==> src/rtl/mdh_pkg.sv <==
// Shared types, constants and round tables for the message-ID MD5 hasher.
package mdh_pkg;

  localparam logic [7:0] AT_CHAR = 8'h40;

  // Expected lower-case letters at byte indexes 1 to 10
  function automatic logic [7:0] pm_char(input logic [3:0] idx);
    logic [7:0] r;
    begin
      case (idx)
        4'd0: r = 8'h70;
        4'd1: r = 8'h6f;
        4'd2: r = 8'h73;
        4'd3: r = 8'h74;
        4'd4: r = 8'h6d;
        4'd5: r = 8'h61;
        4'd6: r = 8'h73;
        4'd7: r = 8'h74;
        4'd8: r = 8'h65;
        4'd9: r = 8'h72;
        default: r = 8'h00;
      endcase
      return r;
    end
  endfunction

  function automatic logic [7:0] fold(input logic [7:0] c);
    begin
      return (c >= 8'h41 && c <= 8'h5a) ? c + 8'd32 : c;
    end
  endfunction

  function automatic logic [31:0] md_k(input logic [5:0] i);
    logic [31:0] r;
    begin
      case (i)
        6'd0: r = 32'hd76aa478;  6'd1: r = 32'he8c7b756;  6'd2: r = 32'h242070db;
        6'd3: r = 32'hc1bdceee;  6'd4: r = 32'hf57c0faf;  6'd5: r = 32'h4787c62a;
        6'd6: r = 32'ha8304613;  6'd7: r = 32'hfd469501;  6'd8: r = 32'h698098d8;
        6'd9: r = 32'h8b44f7af;  6'd10: r = 32'hffff5bb1; 6'd11: r = 32'h895cd7be;
        6'd12: r = 32'h6b901122; 6'd13: r = 32'hfd987193; 6'd14: r = 32'ha679438e;
        6'd15: r = 32'h49b40821; 6'd16: r = 32'hf61e2562; 6'd17: r = 32'hc040b340;
        6'd18: r = 32'h265e5a51; 6'd19: r = 32'he9b6c7aa; 6'd20: r = 32'hd62f105d;
        6'd21: r = 32'h02441453; 6'd22: r = 32'hd8a1e681; 6'd23: r = 32'he7d3fbc8;
        6'd24: r = 32'h21e1cde6; 6'd25: r = 32'hc33707d6; 6'd26: r = 32'hf4d50d87;
        6'd27: r = 32'h455a14ed; 6'd28: r = 32'ha9e3e905; 6'd29: r = 32'hfcefa3f8;
        6'd30: r = 32'h676f02d9; 6'd31: r = 32'h8d2a4c8a; 6'd32: r = 32'hfffa3942;
        6'd33: r = 32'h8771f681; 6'd34: r = 32'h6d9d6122; 6'd35: r = 32'hfde5380c;
        6'd36: r = 32'ha4beea44; 6'd37: r = 32'h4bdecfa9; 6'd38: r = 32'hf6bb4b60;
        6'd39: r = 32'hbebfbc70; 6'd40: r = 32'h289b7ec6; 6'd41: r = 32'heaa127fa;
        6'd42: r = 32'hd4ef3085; 6'd43: r = 32'h04881d05; 6'd44: r = 32'hd9d4d039;
        6'd45: r = 32'he6db99e5; 6'd46: r = 32'h1fa27cf8; 6'd47: r = 32'hc4ac5665;
        6'd48: r = 32'hf4292244; 6'd49: r = 32'h432aff97; 6'd50: r = 32'hab9423a7;
        6'd51: r = 32'hfc93a039; 6'd52: r = 32'h655b59c3; 6'd53: r = 32'h8f0ccc92;
        6'd54: r = 32'hffeff47d; 6'd55: r = 32'h85845dd1; 6'd56: r = 32'h6fa87e4f;
        6'd57: r = 32'hfe2ce6e0; 6'd58: r = 32'ha3014314; 6'd59: r = 32'h4e0811a1;
        6'd60: r = 32'hf7537e82; 6'd61: r = 32'hbd3af235; 6'd62: r = 32'h2ad7d2bb;
        default: r = 32'heb86d391;
      endcase
      return r;
    end
  endfunction

  function automatic logic [4:0] md_r(input logic [5:0] i);
    logic [4:0] r;
    begin
      case ({i[5:4], i[1:0]})
        4'h0: r = 5'd7;  4'h1: r = 5'd12; 4'h2: r = 5'd17; 4'h3: r = 5'd22;
        4'h4: r = 5'd5;  4'h5: r = 5'd9;  4'h6: r = 5'd14; 4'h7: r = 5'd20;
        4'h8: r = 5'd4;  4'h9: r = 5'd11; 4'ha: r = 5'd16; 4'hb: r = 5'd23;
        4'hc: r = 5'd6;  4'hd: r = 5'd10; 4'he: r = 5'd15; default: r = 5'd21;
      endcase
      return r;
    end
  endfunction

  typedef enum logic [3:0] {
    ST_IDLE, ST_FIX, ST_RND, ST_ADD, ST_PAD, ST_LEN, ST_OUT
  } state_t;

  // Byte source selection for buffer writes
  typedef enum logic [1:0] {
    WS_DATA, WS_PAD80, WS_ZERO, WS_LEN
  } wsel_t;

  // Controller to datapath
  typedef struct packed {
    logic       take;      // absorb the accepted byte
    logic       wr;        // write one buffer byte at wr_pos
    wsel_t      wsel;
    logic [5:0] wr_pos;
    logic       fix;       // fold one byte of the local part (index fix_idx)
    logic [3:0] fix_idx;
    logic       rnd;       // run one MD5 round
    logic [5:0] rnd_idx;
    logic       rnd_start; // load working regs from chain
    logic       add;       // fold working regs into chain
    logic       restart;   // load initial chain, clear counters
    logic       load_out;
  } cmd_t;

  // Datapath to controller
  typedef struct packed {
    logic       do_fix;    // this byte triggers local-part fold
    logic       block_end; // this byte fills the block
    logic [5:0] pos;       // current fill position
  } stat_t;

endpackage

==> src/rtl/mdh_if.sv <==
// Valid/ready channel carrying one word of payload.
interface mdh_if #(parameter int W = 8) (input logic clk);
  logic         valid;
  logic         ready;
  logic [W-1:0] data;
  modport source (output valid, output data, input ready);
  modport sink (input valid, input data, output ready);
endinterface

==> src/rtl/mdh_ctrl.sv <==
// Controller sequencing byte intake, local-part folding, rounds and padding.
module mdh_ctrl (
  input  logic          clk,
  input  logic          rst,
  input  logic          in_valid,
  output logic          in_ready,
  input  logic          in_last,
  input  logic          in_nobyte,
  output logic          out_valid,
  input  logic          out_ready,
  input  mdh_pkg::stat_t st,
  output mdh_pkg::cmd_t  cmd
);
  import mdh_pkg::*;

  state_t     state, state_next;
  logic [5:0] cnt, cnt_next;
  logic       fin, fin_next;     // finishing after this compress
  logic       lenblk, lenblk_next; // current compress is the length block
  logic       padded, padded_next; // 0x80 already written for this identifier
  logic       ovalid, ovalid_next;

  always_ff @(posedge clk) begin
    if (rst) begin
      state <= ST_IDLE;
      cnt <= '0;
      fin <= 1'b0;
      lenblk <= 1'b0;
      padded <= 1'b0;
      ovalid <= 1'b0;
    end else begin
      state <= state_next;
      cnt <= cnt_next;
      fin <= fin_next;
      lenblk <= lenblk_next;
      padded <= padded_next;
      ovalid <= ovalid_next;
    end
  end

  assign out_valid = ovalid;

  // Next state and commands
  always_comb begin
    logic acc;
    logic tk;
    state_next = state;
    cnt_next = cnt;
    fin_next = fin;
    lenblk_next = lenblk;
    padded_next = padded;
    ovalid_next = ovalid && !out_ready;
    cmd = '0;
    cmd.wsel = WS_DATA;
    in_ready = 1'b0;
    acc = 1'b0;
    tk = 1'b0;
    case (state)
      ST_IDLE: begin
        in_ready = 1'b1;
        acc = in_valid && in_ready;
        tk = acc && !in_nobyte;
        cmd.take = tk;
        cmd.wr = tk;
        cmd.wr_pos = st.pos;
        fin_next = acc && in_last;
        lenblk_next = 1'b0;
        padded_next = 1'b0;
        if (tk && st.do_fix) begin
          state_next = ST_FIX;
          cnt_next = 6'd1;
        end else if (tk && st.block_end) begin
          state_next = ST_RND;
          cnt_next = '0;
        end else if (acc && in_last) begin
          state_next = ST_PAD;
          cnt_next = tk ? st.pos + 6'd1 : st.pos;
        end
      end
      ST_FIX: begin
        cmd.fix = 1'b1;
        cmd.fix_idx = cnt[3:0];
        cnt_next = cnt + 6'd1;
        if (cnt == 6'd10) begin
          state_next = fin ? ST_PAD : ST_IDLE;
          cnt_next = 6'd12;
        end
      end
      ST_RND: begin
        cmd.rnd = 1'b1;
        cmd.rnd_idx = cnt;
        cmd.rnd_start = (cnt == 6'd0);
        cnt_next = cnt + 6'd1;
        if (cnt == 6'd63) state_next = ST_ADD;
      end
      ST_ADD: begin
        cmd.add = 1'b1;
        cnt_next = '0;
        if (lenblk) state_next = ST_OUT;
        else if (padded) begin
          // pad spilled over: zero fill a fresh block that carries the length
          state_next = ST_LEN;
          lenblk_next = 1'b1;
        end else if (fin) state_next = ST_PAD;
        else state_next = ST_IDLE;
      end
      ST_PAD: begin
        // cnt holds the byte position where 0x80 goes
        cmd.wr = 1'b1;
        cmd.wr_pos = cnt;
        cmd.wsel = WS_PAD80;
        state_next = ST_LEN;
        cnt_next = cnt + 6'd1;
        padded_next = 1'b1;
        lenblk_next = (cnt <= 6'd55);
        if (cnt == 6'd63) begin
          state_next = ST_RND;
          cnt_next = '0;
        end
      end
      ST_LEN: begin
        // zero fill, and length in last eight bytes of the length block
        cmd.wr = 1'b1;
        cmd.wr_pos = cnt;
        cnt_next = cnt + 6'd1;
        cmd.wsel = (lenblk && cnt >= 6'd56) ? WS_LEN : WS_ZERO;
        if (cnt == 6'd63) begin
          state_next = ST_RND;
          cnt_next = '0;
        end
      end
      ST_OUT: begin
        // hold until the previous digest has left
        if (!ovalid || out_ready) begin
          cmd.load_out = 1'b1;
          cmd.restart = 1'b1;
          ovalid_next = 1'b1;
          state_next = ST_IDLE;
          fin_next = 1'b0;
          lenblk_next = 1'b0;
          padded_next = 1'b0;
        end
      end
      default: state_next = ST_IDLE;
    endcase
  end

endmodule

==> src/rtl/mdh_dp.sv <==
// Datapath: block buffer, folding state, byte counter, MD5 round unit and chain.
module mdh_dp (
  input  logic           clk,
  input  logic           rst,
  input  mdh_pkg::cmd_t  cmd,
  input  logic [7:0]     data_byte,
  output mdh_pkg::stat_t st,
  output logic [63:0]    digest_low,
  output logic [63:0]    digest_high
);
  import mdh_pkg::*;

  // Block buffer as sixteen little-endian message words
  logic [31:0] buf_mem [16];
  logic [31:0] ch_a, ch_b, ch_c, ch_d;
  logic [31:0] wa, wb, wc, wd;
  logic [63:0] byte_count;
  logic        at_seen, local_match;
  logic [7:0]  wbyte, tbyte, fbyte;
  logic [63:0] bits;
  logic [3:0]  g;
  logic [31:0] f, m, sum, rot;
  logic [5:0]  pos;

  function automatic logic [31:0] f0(input logic [31:0] b, c, d);
    return (b & c) | (~b & d);
  endfunction

  assign pos = byte_count[5:0];
  assign bits = {byte_count[60:0], 3'b000};

  // Byte after folding rules; local-part match check
  always_comb begin
    tbyte = at_seen ? fold(data_byte) : data_byte;
    st.do_fix = !at_seen && data_byte == AT_CHAR && byte_count == 64'd11 && local_match;
    st.block_end = pos == 6'd63;
    st.pos = pos;
  end

  always_comb begin
    case (cmd.wsel)
      WS_DATA:  wbyte = tbyte;
      WS_PAD80: wbyte = 8'h80;
      WS_ZERO:  wbyte = 8'h00;
      default:  wbyte = bits[{cmd.wr_pos[2:0], 3'b000} +: 8];
    endcase
  end

  // Round message word and function
  always_comb begin
    logic [5:0] i;
    i = cmd.rnd_idx;
    case (i[5:4])
      2'd0: begin f = (wb & wc) | (~wb & wd); g = i[3:0]; end
      2'd1: begin f = (wd & wb) | (~wd & wc); g = i[3:0] * 4'd5 + 4'd1; end
      2'd2: begin f = wb ^ wc ^ wd;           g = i[3:0] * 4'd3 + 4'd5; end
      default: begin f = wc ^ (wb | ~wd);     g = i[3:0] * 4'd7; end
    endcase
    m = buf_mem[g];
    sum = wa + f + md_k(i) + m;
    rot = (sum << md_r(i)) | (sum >> (6'd32 - {1'b0, md_r(i)}));
  end

  assign fbyte = fold(buf_mem[{2'b00, cmd.fix_idx[3:2]}][{cmd.fix_idx[1:0], 3'b000} +: 8]);

  // Buffer writes, one byte lane at a time
  always_ff @(posedge clk) begin
    if (cmd.wr) buf_mem[cmd.wr_pos[5:2]][{cmd.wr_pos[1:0], 3'b000} +: 8] <= wbyte;
    if (cmd.fix) buf_mem[{2'b00, cmd.fix_idx[3:2]}][{cmd.fix_idx[1:0], 3'b000} +: 8] <= fbyte;
  end

  // Folding state and counter
  always_ff @(posedge clk) begin
    if (rst || cmd.restart) begin
      byte_count <= '0;
      at_seen <= 1'b0;
      local_match <= 1'b1;
    end else if (cmd.take) begin
      byte_count <= byte_count + 64'd1;
      if (!at_seen) begin
        if (data_byte == AT_CHAR) at_seen <= 1'b1;
        else if (byte_count >= 64'd1 && byte_count <= 64'd10) begin
          if (fold(data_byte) != pm_char(byte_count[3:0] - 4'd1)) local_match <= 1'b0;
        end else if (byte_count >= 64'd11) local_match <= 1'b0;
      end
    end
  end

  // Chain and working registers
  always_ff @(posedge clk) begin
    if (rst || cmd.restart) begin
      ch_a <= 32'h67452301;
      ch_b <= 32'hefcdab89;
      ch_c <= 32'h98badcfe;
      ch_d <= 32'h10325476;
    end else if (cmd.add) begin
      ch_a <= ch_a + wa;
      ch_b <= ch_b + wb;
      ch_c <= ch_c + wc;
      ch_d <= ch_d + wd;
    end
  end

  always_ff @(posedge clk) begin
    if (cmd.rnd) begin
      if (cmd.rnd_start) begin
        wa <= ch_d;
        wd <= ch_c;
        wc <= ch_b;
        wb <= ch_b + ((ch_a + f0(ch_b, ch_c, ch_d) + 32'hd76aa478 + m) << 7
                      | (ch_a + f0(ch_b, ch_c, ch_d) + 32'hd76aa478 + m) >> 25);
      end else begin
        wa <= wd;
        wd <= wc;
        wc <= wb;
        wb <= wb + rot;
      end
    end
    if (cmd.load_out) begin
      digest_low <= {ch_b, ch_a};
      digest_high <= {ch_d, ch_c};
    end
  end

endmodule

==> src/rtl/message_id_md5_hasher.sv <==
// Top level of the message-ID MD5 hasher.
// Usage: each input word carries one identifier byte (data_byte), a last mark,
// and no_byte (word with no byte, e.g. an empty identifier ending in last).
// After the first '@' bytes are folded to lower case; a "postmaster" local
// part followed by '@' at index 11 has bytes 1 to 10 folded as well.
// On the word with last, one result word is sent with the 128-bit digest,
// byte 0 in digest_low[7:0].
// Rate: one plain byte per cycle while the controller is idle. Each full
// 64-byte block stalls input for the 64 rounds of the single round unit plus
// the chain add; the postmaster fix also stalls input while bytes 1 to 10 are
// folded. Finishing writes the pad and length bytes one per cycle (up to 72
// writes) and runs one or two compressions before the result is sent.
// Reset clears control, the chain and the counters; the buffer is not cleared.
// A stalled result holds in the output register while input goes on; the
// next identifier's finish waits for it to leave before loading its digest.
module message_id_md5_hasher (
  input logic clk,
  input logic rst,
  mdh_if.sink   in_ch,
  mdh_if.source out_ch
);
  import mdh_pkg::*;

  cmd_t  cmd;
  stat_t st;
  logic [63:0] dl, dh;

  mdh_ctrl u_ctrl (
    .clk(clk), .rst(rst),
    .in_valid(in_ch.valid), .in_ready(in_ch.ready),
    .in_last(in_ch.data[8]), .in_nobyte(in_ch.data[9]),
    .out_valid(out_ch.valid), .out_ready(out_ch.ready),
    .st(st), .cmd(cmd)
  );

  mdh_dp u_dp (
    .clk(clk), .rst(rst), .cmd(cmd), .data_byte(in_ch.data[7:0]),
    .st(st), .digest_low(dl), .digest_high(dh)
  );

  assign out_ch.data = {dh, dl};
endmodule

==> src/flat_wrapper.sv <==
// flat-port wrapper written by rule: the top's interface ports become plain ports
module message_id_md5_hasher_flat import mdh_pkg::*;
  (clk, rst, in_ch_valid, in_ch_data, in_ch_ready, out_ch_valid, out_ch_data, out_ch_ready);
  mdh_if #(.W(10)) in_ch_i (.clk(clk));
  mdh_if #(.W(128)) out_ch_i (.clk(clk));
  input logic clk;
  input logic rst;
  input wire logic [$bits(in_ch_i.valid)-1:0] in_ch_valid;
  input wire logic [$bits(in_ch_i.data)-1:0] in_ch_data;
  output wire logic [$bits(in_ch_i.ready)-1:0] in_ch_ready;
  output wire logic [$bits(out_ch_i.valid)-1:0] out_ch_valid;
  output wire logic [$bits(out_ch_i.data)-1:0] out_ch_data;
  input wire logic [$bits(out_ch_i.ready)-1:0] out_ch_ready;
  assign in_ch_i.valid = in_ch_valid;
  assign in_ch_i.data = in_ch_data;
  assign in_ch_ready = in_ch_i.ready;
  assign out_ch_valid = out_ch_i.valid;
  assign out_ch_data = out_ch_i.data;
  assign out_ch_i.ready = out_ch_ready;
  message_id_md5_hasher u_core (.clk(clk), .rst(rst), .in_ch(in_ch_i), .out_ch(out_ch_i));
endmodule
==> config.mk <==
export PLATFORM = sky130hd
export DESIGN_NAME = message_id_md5_hasher_flat
export DESIGN_NICKNAME = d
export VERILOG_FILES = /design/src/rtl/mdh_pkg.sv /design/src/rtl/mdh_if.sv /design/src/rtl/mdh_ctrl.sv /design/src/rtl/mdh_dp.sv /design/src/rtl/message_id_md5_hasher.sv /design/src/flat_wrapper.sv
export SDC_FILE = /design/constraint.sdc
export NUM_CORES = 2
export LEC_CHECK = 0
export BUFFER_PORTS_ARGS = -buffer_cell sky130_fd_sc_hd__buf_2
export CAP_MARGIN = 20
export CORE_AREA = 2 2 286 430
export DETAILED_ROUTE_END_ITERATION = 10
export DIE_AREA = 0 0 288 432
export PLACE_DENSITY = 0.71
export SLEW_MARGIN = 25
export SYNTH_ARGS = -nofsm -noshare
export SYNTH_HDL_FRONTEND = slang
export SYNTH_HIERARCHICAL = 1
export SYNTH_SLANG_ARGS = --single-unit
==> constraint.sdc <==
create_clock -name clk -period 36.6 [get_ports clk]
set_clock_uncertainty 0.05 [all_clocks]
set_input_delay 0 -clock clk [delete_from_list [all_inputs] [get_ports clk]]
set_output_delay 0 -clock clk [all_outputs]
set_load 0.05 [all_outputs]
# After elaboration in Yosys (flattened, before gate mapping)
# Memories as Yosys holds them, arrays and structs flattened.
# Index checks and enable logic that the tools add are counted.
[word_totals]
mem_count = 5
output_inout_bits = 130
wordCells = 209
latch_bits = 0
ramBits = 512
rom_bits = 2320
in_bits = 14
register_bits = 464
[op_classes]
reduce_logical = 35
n_shift = 8
n_bitwise = 20
muxes = 65
div_mod_pow = 0
n_mul = 3
order_cmp = 9
eq_ne = 22
add_sub_neg = 23
[memory_table]
columns = ["name", "depth", "width", "read_ports", "rd_clocked_by_memory_dff", "wr", "line_no", "rtl"]
rows = [
  ["(no name shown)", 64, 32, 1, 0, 0, "mdh_pkg.sv:36", "case (i)"],
  ["u_core.u_dp.buf_mem", 16, 32, 2, 0, 1, "mdh_dp.sv:14", "logic [31:0] buf_mem [16];"],
  ["(no name shown)", 16, 7, 1, 0, 0, "mdh_pkg.sv:10", "case (idx)"],
  ["(no name shown)", 16, 5, 1, 0, 0, "mdh_pkg.sv:67", "case ({i[5:4], i[1:0]})"],
  ["(no name shown)", 16, 5, 1, 0, 0, "mdh_pkg.sv:67", ""],
]
[ops]
columns = ["op", "count"]
rows = [
  ["$add 32x32->32", 11],
  ["$mux 32", 8],
  ["$and 32x32->32", 6],
  ["$or 32x32->32", 5],
  ["$not 32->32", 3],
  ["$pmux 32 s3", 1],
  ["$xor 32x32->32", 3],
  ["$mux 8", 9],
  ["$add 64x1->64 const B", 1],
  ["$eq 64x4->1 const B", 1],
  ["$ge 64x1->1 const B", 1],
  ["$ge 64x4->1 const B", 1],
  ["$le 64x4->1 const B", 1],
  ["$shift 8x7->32 const A", 2],
  ["$shiftx 64x7->8", 1],
  ["$shiftx 8x7->32", 2],
  ["$mux 6", 6],
  ["$add 32x32->32 const B", 1],
  ["$mux 4", 8],
  ["$or 32x7->32", 1],
  ["$reduce_or 32->1", 1],
  ["$shiftx 32x6->8", 1],
  ["$shl 32x5->32", 1],
  ["$shr 32x6->32", 1],
  ["other kinds (52)", 109],
]

# Logic depth before layout (Yosys ltp)
[depth]
ltp_word = 11
mapped_depth = 50
mapped_depth_nobuf = 43

# Hierarchy
# Netlist, hierarchy kept.
[modules_own_cells]
columns = ["mod", "instances", "cells_each", "area_per_inst_um2"]
rows = [
  ["mdh_dp", 1, 6329, 64593.2],
  ["mdh_ctrl", 1, 194, 1368.8],
]

# Least setup slack after synthesis
# Ideal clock, no wire load.
[synth_timing]
path_type = "register -> register"
from = "register u_core.u_ctrl.state[2]"
to = "register u_core.u_dp.wb[31] (data pin)"
t_arrival_ns = 13.647
stages_incl_launch_ff = 48
n_path_buf = 8
setup_ns = 0.269
setup_slack_ns = 22.634
required_time_ns = 36.281
path_cell_list = "dfxtp_1 -> buf_2 -> inv_2 -> nand3_2 -> inv_1 -> and2_1 -> buf_2 -> inv_1 -> clkbuf_1 -> buf_1 -> ha_1 -> fa_1 -> inv_1 -> mux4_2 -> buf_2 -> buf_1 -> clkbuf_1 -> nand2_1 -> [... 12 more ...] -> a21o_1 -> a221oi_2 -> a21oi_1 -> a221oi_2 -> a21oi_1 -> a211o_1 -> ha_1 -> o21ai_0 -> o21ai_0 -> a41oi_1 -> a21oi_1 -> a21oi_1 -> o221a_2 -> or3_1 -> o311a_1 -> or2_2 -> o32ai_1 -> nor4_2"
[synth_lines]
columns = ["item", "line_no", "rtl"]
rows = [
  ["start, declared", "mdh_ctrl.sv:16", "state_t state, state_next;"],
  ["start signal, assigned", "mdh_ctrl.sv:32", "state <= state_next;"],
  ["end signal, assigned", "mdh_dp.sv:110", "wb <= ch_b + ((ch_a + f0(ch_b, ch_c, ch_d) + 32'hd76aa478 + m) << 7"],
  ["end signal, assigned", "mdh_dp.sv:116", "wb <= wb + rot;"],
  ["end, declared", "mdh_dp.sv:16", "logic [31:0] wa, wb, wc, wd;"],
]

==> key figures <==
Status
  • Status: complete, no violations

Layout
  • Design Area, Final: about 70,000 um2
  • Register area: approximately 27,000 um2
  • Non-Filler Instances: ~8k
  • Area Overhead vs Synth: 8.74%
  • FILL cells: roughly 10k
  • Area used by multi-input combinational logic: about 36,000 um2
  • Share of layout cells above drive strength 1: 0.129
  • Final nets: ~7k

Clocking
  • Clk Latency, worst-skew pair: 0.76 ns
  • Clk buf depth: 3
  • CTS clk-pin slew, worst paths: ~0.07 ns
  • Clock Sinks: about 1,000
  • H-tree Lvls: 3
  • Root buffer cell: clkbuf_16
  • CTS tree: yes
  • CTS Buf Count: between 90 and 100

Logic synthesis
  • Ranking of synthesized cells by area: edfxtp_1, mux4_2, dfxtp_1
  • Syn_nets: roughly 7k
  • Synth Register Bits: 975
  • Yosys Warn Count: 6
  • Primary FF master, synth: edfxtp_1
  • Post-synth EDFFs: about 770
  • Ys async rst share: 0
  • Cell area after synthesis: around 66,000 um2
  • Mapped Cells: approximately 6.5k
  • Yosys top cell area share: 0.350
  • Cell with the most instances after synthesis: edfxtp_1
  • Seq/Total Area, Yosys: 0.412
  • Synth area leader: edfxtp_1
  • Top cells by count, synth: edfxtp_1, nand2_1, a21oi_1
  • Synth unique cells: 104
  • Syn avg cell area: roughly 10 um2

Detailed routing
  • Detailed Routing Iterations Pass 1: 8
  • Wire per inst: 28.9 um
  • Post-route ant nets: 0
  • DR iter-0 viols: 5,371
  • DRC viols: 0
  • Via Count: approximately 54k
  • Final WL: ~240 mm
  • Via density: around 6.6

Worst setup path
  • Startpoint Class: flop
  • Critical Path RT: roughly 37 ns
  • Slowest cell delay on critical path: roughly 0.79 ns
  • Setup CP Type: flop to flop
  • CP max-delay cell: o41ai_1
  • Arr. time, crit path: between 15 and 20 ns
  • Critical path peak fanout: 41
  • CP endpoint kind: flop

Global route
  • Grt ovf: 0
  • Initial antenna violation count: 12
  • Largest net degree at the start of global routing: around 130
  • Gr usage total: 0.378
  • Vias in the first global route: about 53k
  • First-pass GRT wire length: around 340 mm

STA
  • Max Clock Freq: ~70 MHz
  • Final Cycle Share: 0.397
  • Fin Setup TNS: 0 ns
  • Slew HR: 0.218
  • Least-Margin Pin Slew: roughly 1.2 ns
  • Final Hold Viols: 0
  • Min Tclk post-route: 14.53 ns
  • RSZ-0062 raised after global routing: no
  • Number of setup violations in the final report: 0
  • Pins Over Slew Limit: 0

Min path
  • Worst Hold Class: primary input to flop

Floorplan
  • Core box area: 121,000 um2
  • Io pins: 144
  • Row count: about 160
  • Starting Density: 0.545
  • Die Span Y: between 400 and 500 um
  • Die extent in x: approximately 290 um
  • DIE AREA: 124,000 um2

Placement
  • GPL Wtd Cong: between 1 and 1.5
  • Placed Cells: about 8k
  • Placed wire-length estimate: roughly 180 mm
  • Cell Area, Placed: around 68,000 um2
  • Port Buf Inserts: between 100 and 150

Run
  • MaxCap Viol Count: 0
==> layer usage <==
metal | routed length, um | vias up | GRT usage
met2 | 115000 | 2694 | 0.638
li1 | - | 24200 | -
met5 | 27 | - | 0
met3 | 17700 | 870 | 0.0674
met1 | 80700 | 26500 | 0.413
met4 | 23700 | 4 | 0.316
==> logic make-up (layout without fill, tap and decap cells) <==
logic type      count (synthesis)  count (layout)  share of synthesized area
compound gates               1631            1631                      0.156
xor+xnor                      282             282                     0.0383
fa+ha+maj                     433             433                     0.0941
buf+inv                       684             781                     0.0405
flops                         975             975                      0.412
mux                           513             513                      0.118
other cells                     0               5                          0
simple gates                 2005            2005                      0.140
==> stage by stage <==
stage                     hold slack, ns  worst slack [ns]   util
after floorplan                    0.121             22.63      -
after global routing              0.0965             21.61  0.593
after CTS                         0.0339             22.40  0.592
after detailed placement           0.343             22.53  0.565
final                             0.0852             22.07  0.593
after global placement             0.316             22.88  0.564
==> flip-flops by register name, indices dropped and copies added, names as in the netlist, 3 cells and up <==
signal	flops
u_core/u_dp/ch_c	32
u_core/u_dp/digest_low	64
u_core/u_dp/ch_a	32
u_core/u_dp/ch_d	32
u_core/u_ctrl/cnt	6
u_core/u_dp/wc	32
u_core/u_dp/wa	32
u_core/u_dp/ch_b	32
u_core/u_dp/buf_mem	512
u_core/u_dp/digest_high	64
u_core/u_dp/wd	32
u_core/u_dp/wb	32
u_core/u_ctrl/state	3
u_core/u_dp/byte_count	64
==> final timing paths <==
kind | startpoint | end | slack [ns] | depth (start not counted)
setup / recovery | u_core/u_ctrl/state[0] | u_core/u_dp/wb[31] | 22.07 | 42
hold / removal | in_ch_data[2] | u_core/u_dp/buf_mem[1][10] | 0.09 | 6
setup reg to reg | u_core/u_ctrl/state[0] | u_core/u_dp/wb[31] | 22.07 | 42
hold reg to reg | u_core/u_dp/local_match | u_core/u_dp/local_match | 0.43 | 2
==> placed cells by master, fill, tap and decap left out, types with 31 or more instances in the layout <==
cell type / synthesis / routed
xnor2_1: 160 / 157
a21o_1: 113 / 113
nor3_1: 132 / 129
nand3_1: 176 / 176
nor2_1: 506 / 493
nor3b_1: 47 / 42
ha_1: 328 / 328
or3_1: 42 / 42
mux4_2: 199 / 199
mux2_2: 139 / 139
o21ai_0: 359 / 350
buf_4: 15 / 99
a31oi_1: 99 / 98
nand2_1: 750 / 750
fa_1: 105 / 105
mux2i_1: 174 / 174
nor2b_1: 53 / 53
o21a_1: 50 / 50
and3_1: 58 / 58
o31ai_1: 31 / 31
inv_1: 339 / 337
edfxtp_1: 768 / 768
nand2b_1: 52 / 52
clkbuf_16: 0 / 94
o211ai_1: 53 / 53
buf_2: 27 / 143
xor2_1: 118 / 117
a211oi_1: 65 / 65
nand4_1: 33 / 33
and2_1: 42 / 38
dfxtp_1: 207 / 207
a21oi_1: 528 / 528
==> final cells by class <==
class,count,area share
Clock buffer,109,0.0339
Antenna cell,5,0.000174
Multi-Input combinational cell,4864,0.506
Timing Repair Buffer,262,0.0238
Clock inverter,65,0.0106
Sequential cell,975,0.379
Inverter,345,0.0181
Tap cell,1590,0.0277
==> critical path: cells and delay by family, from the launching register on <==
| kind | cells | cell delay, ns |
|---|---|---|
| flip-flops | 1 | 0.55 |
| adder cells (fa/ha/maj) | 7 | 2.87 |
| XOR/XNOR | 1 | 0.31 |
| AO/OA/AOI/OAI | 16 | 5.66 |
| multiplexers | 1 | 0.51 |
| AND/OR/NAND/NOR | 12 | 2.21 |
| buffers and inverters | 5 | 2.04 |
==> repair_timing <==
item	4_1_cts	5_1_grt
endpoints found under the hold margin	24	1
setup buffers	0	0
gates resized for setup	0	0
hold buffers	13	1
Power is not shown: default switching activity piles up to over one toggle a cycle in this logic, so the estimate is an artifact.
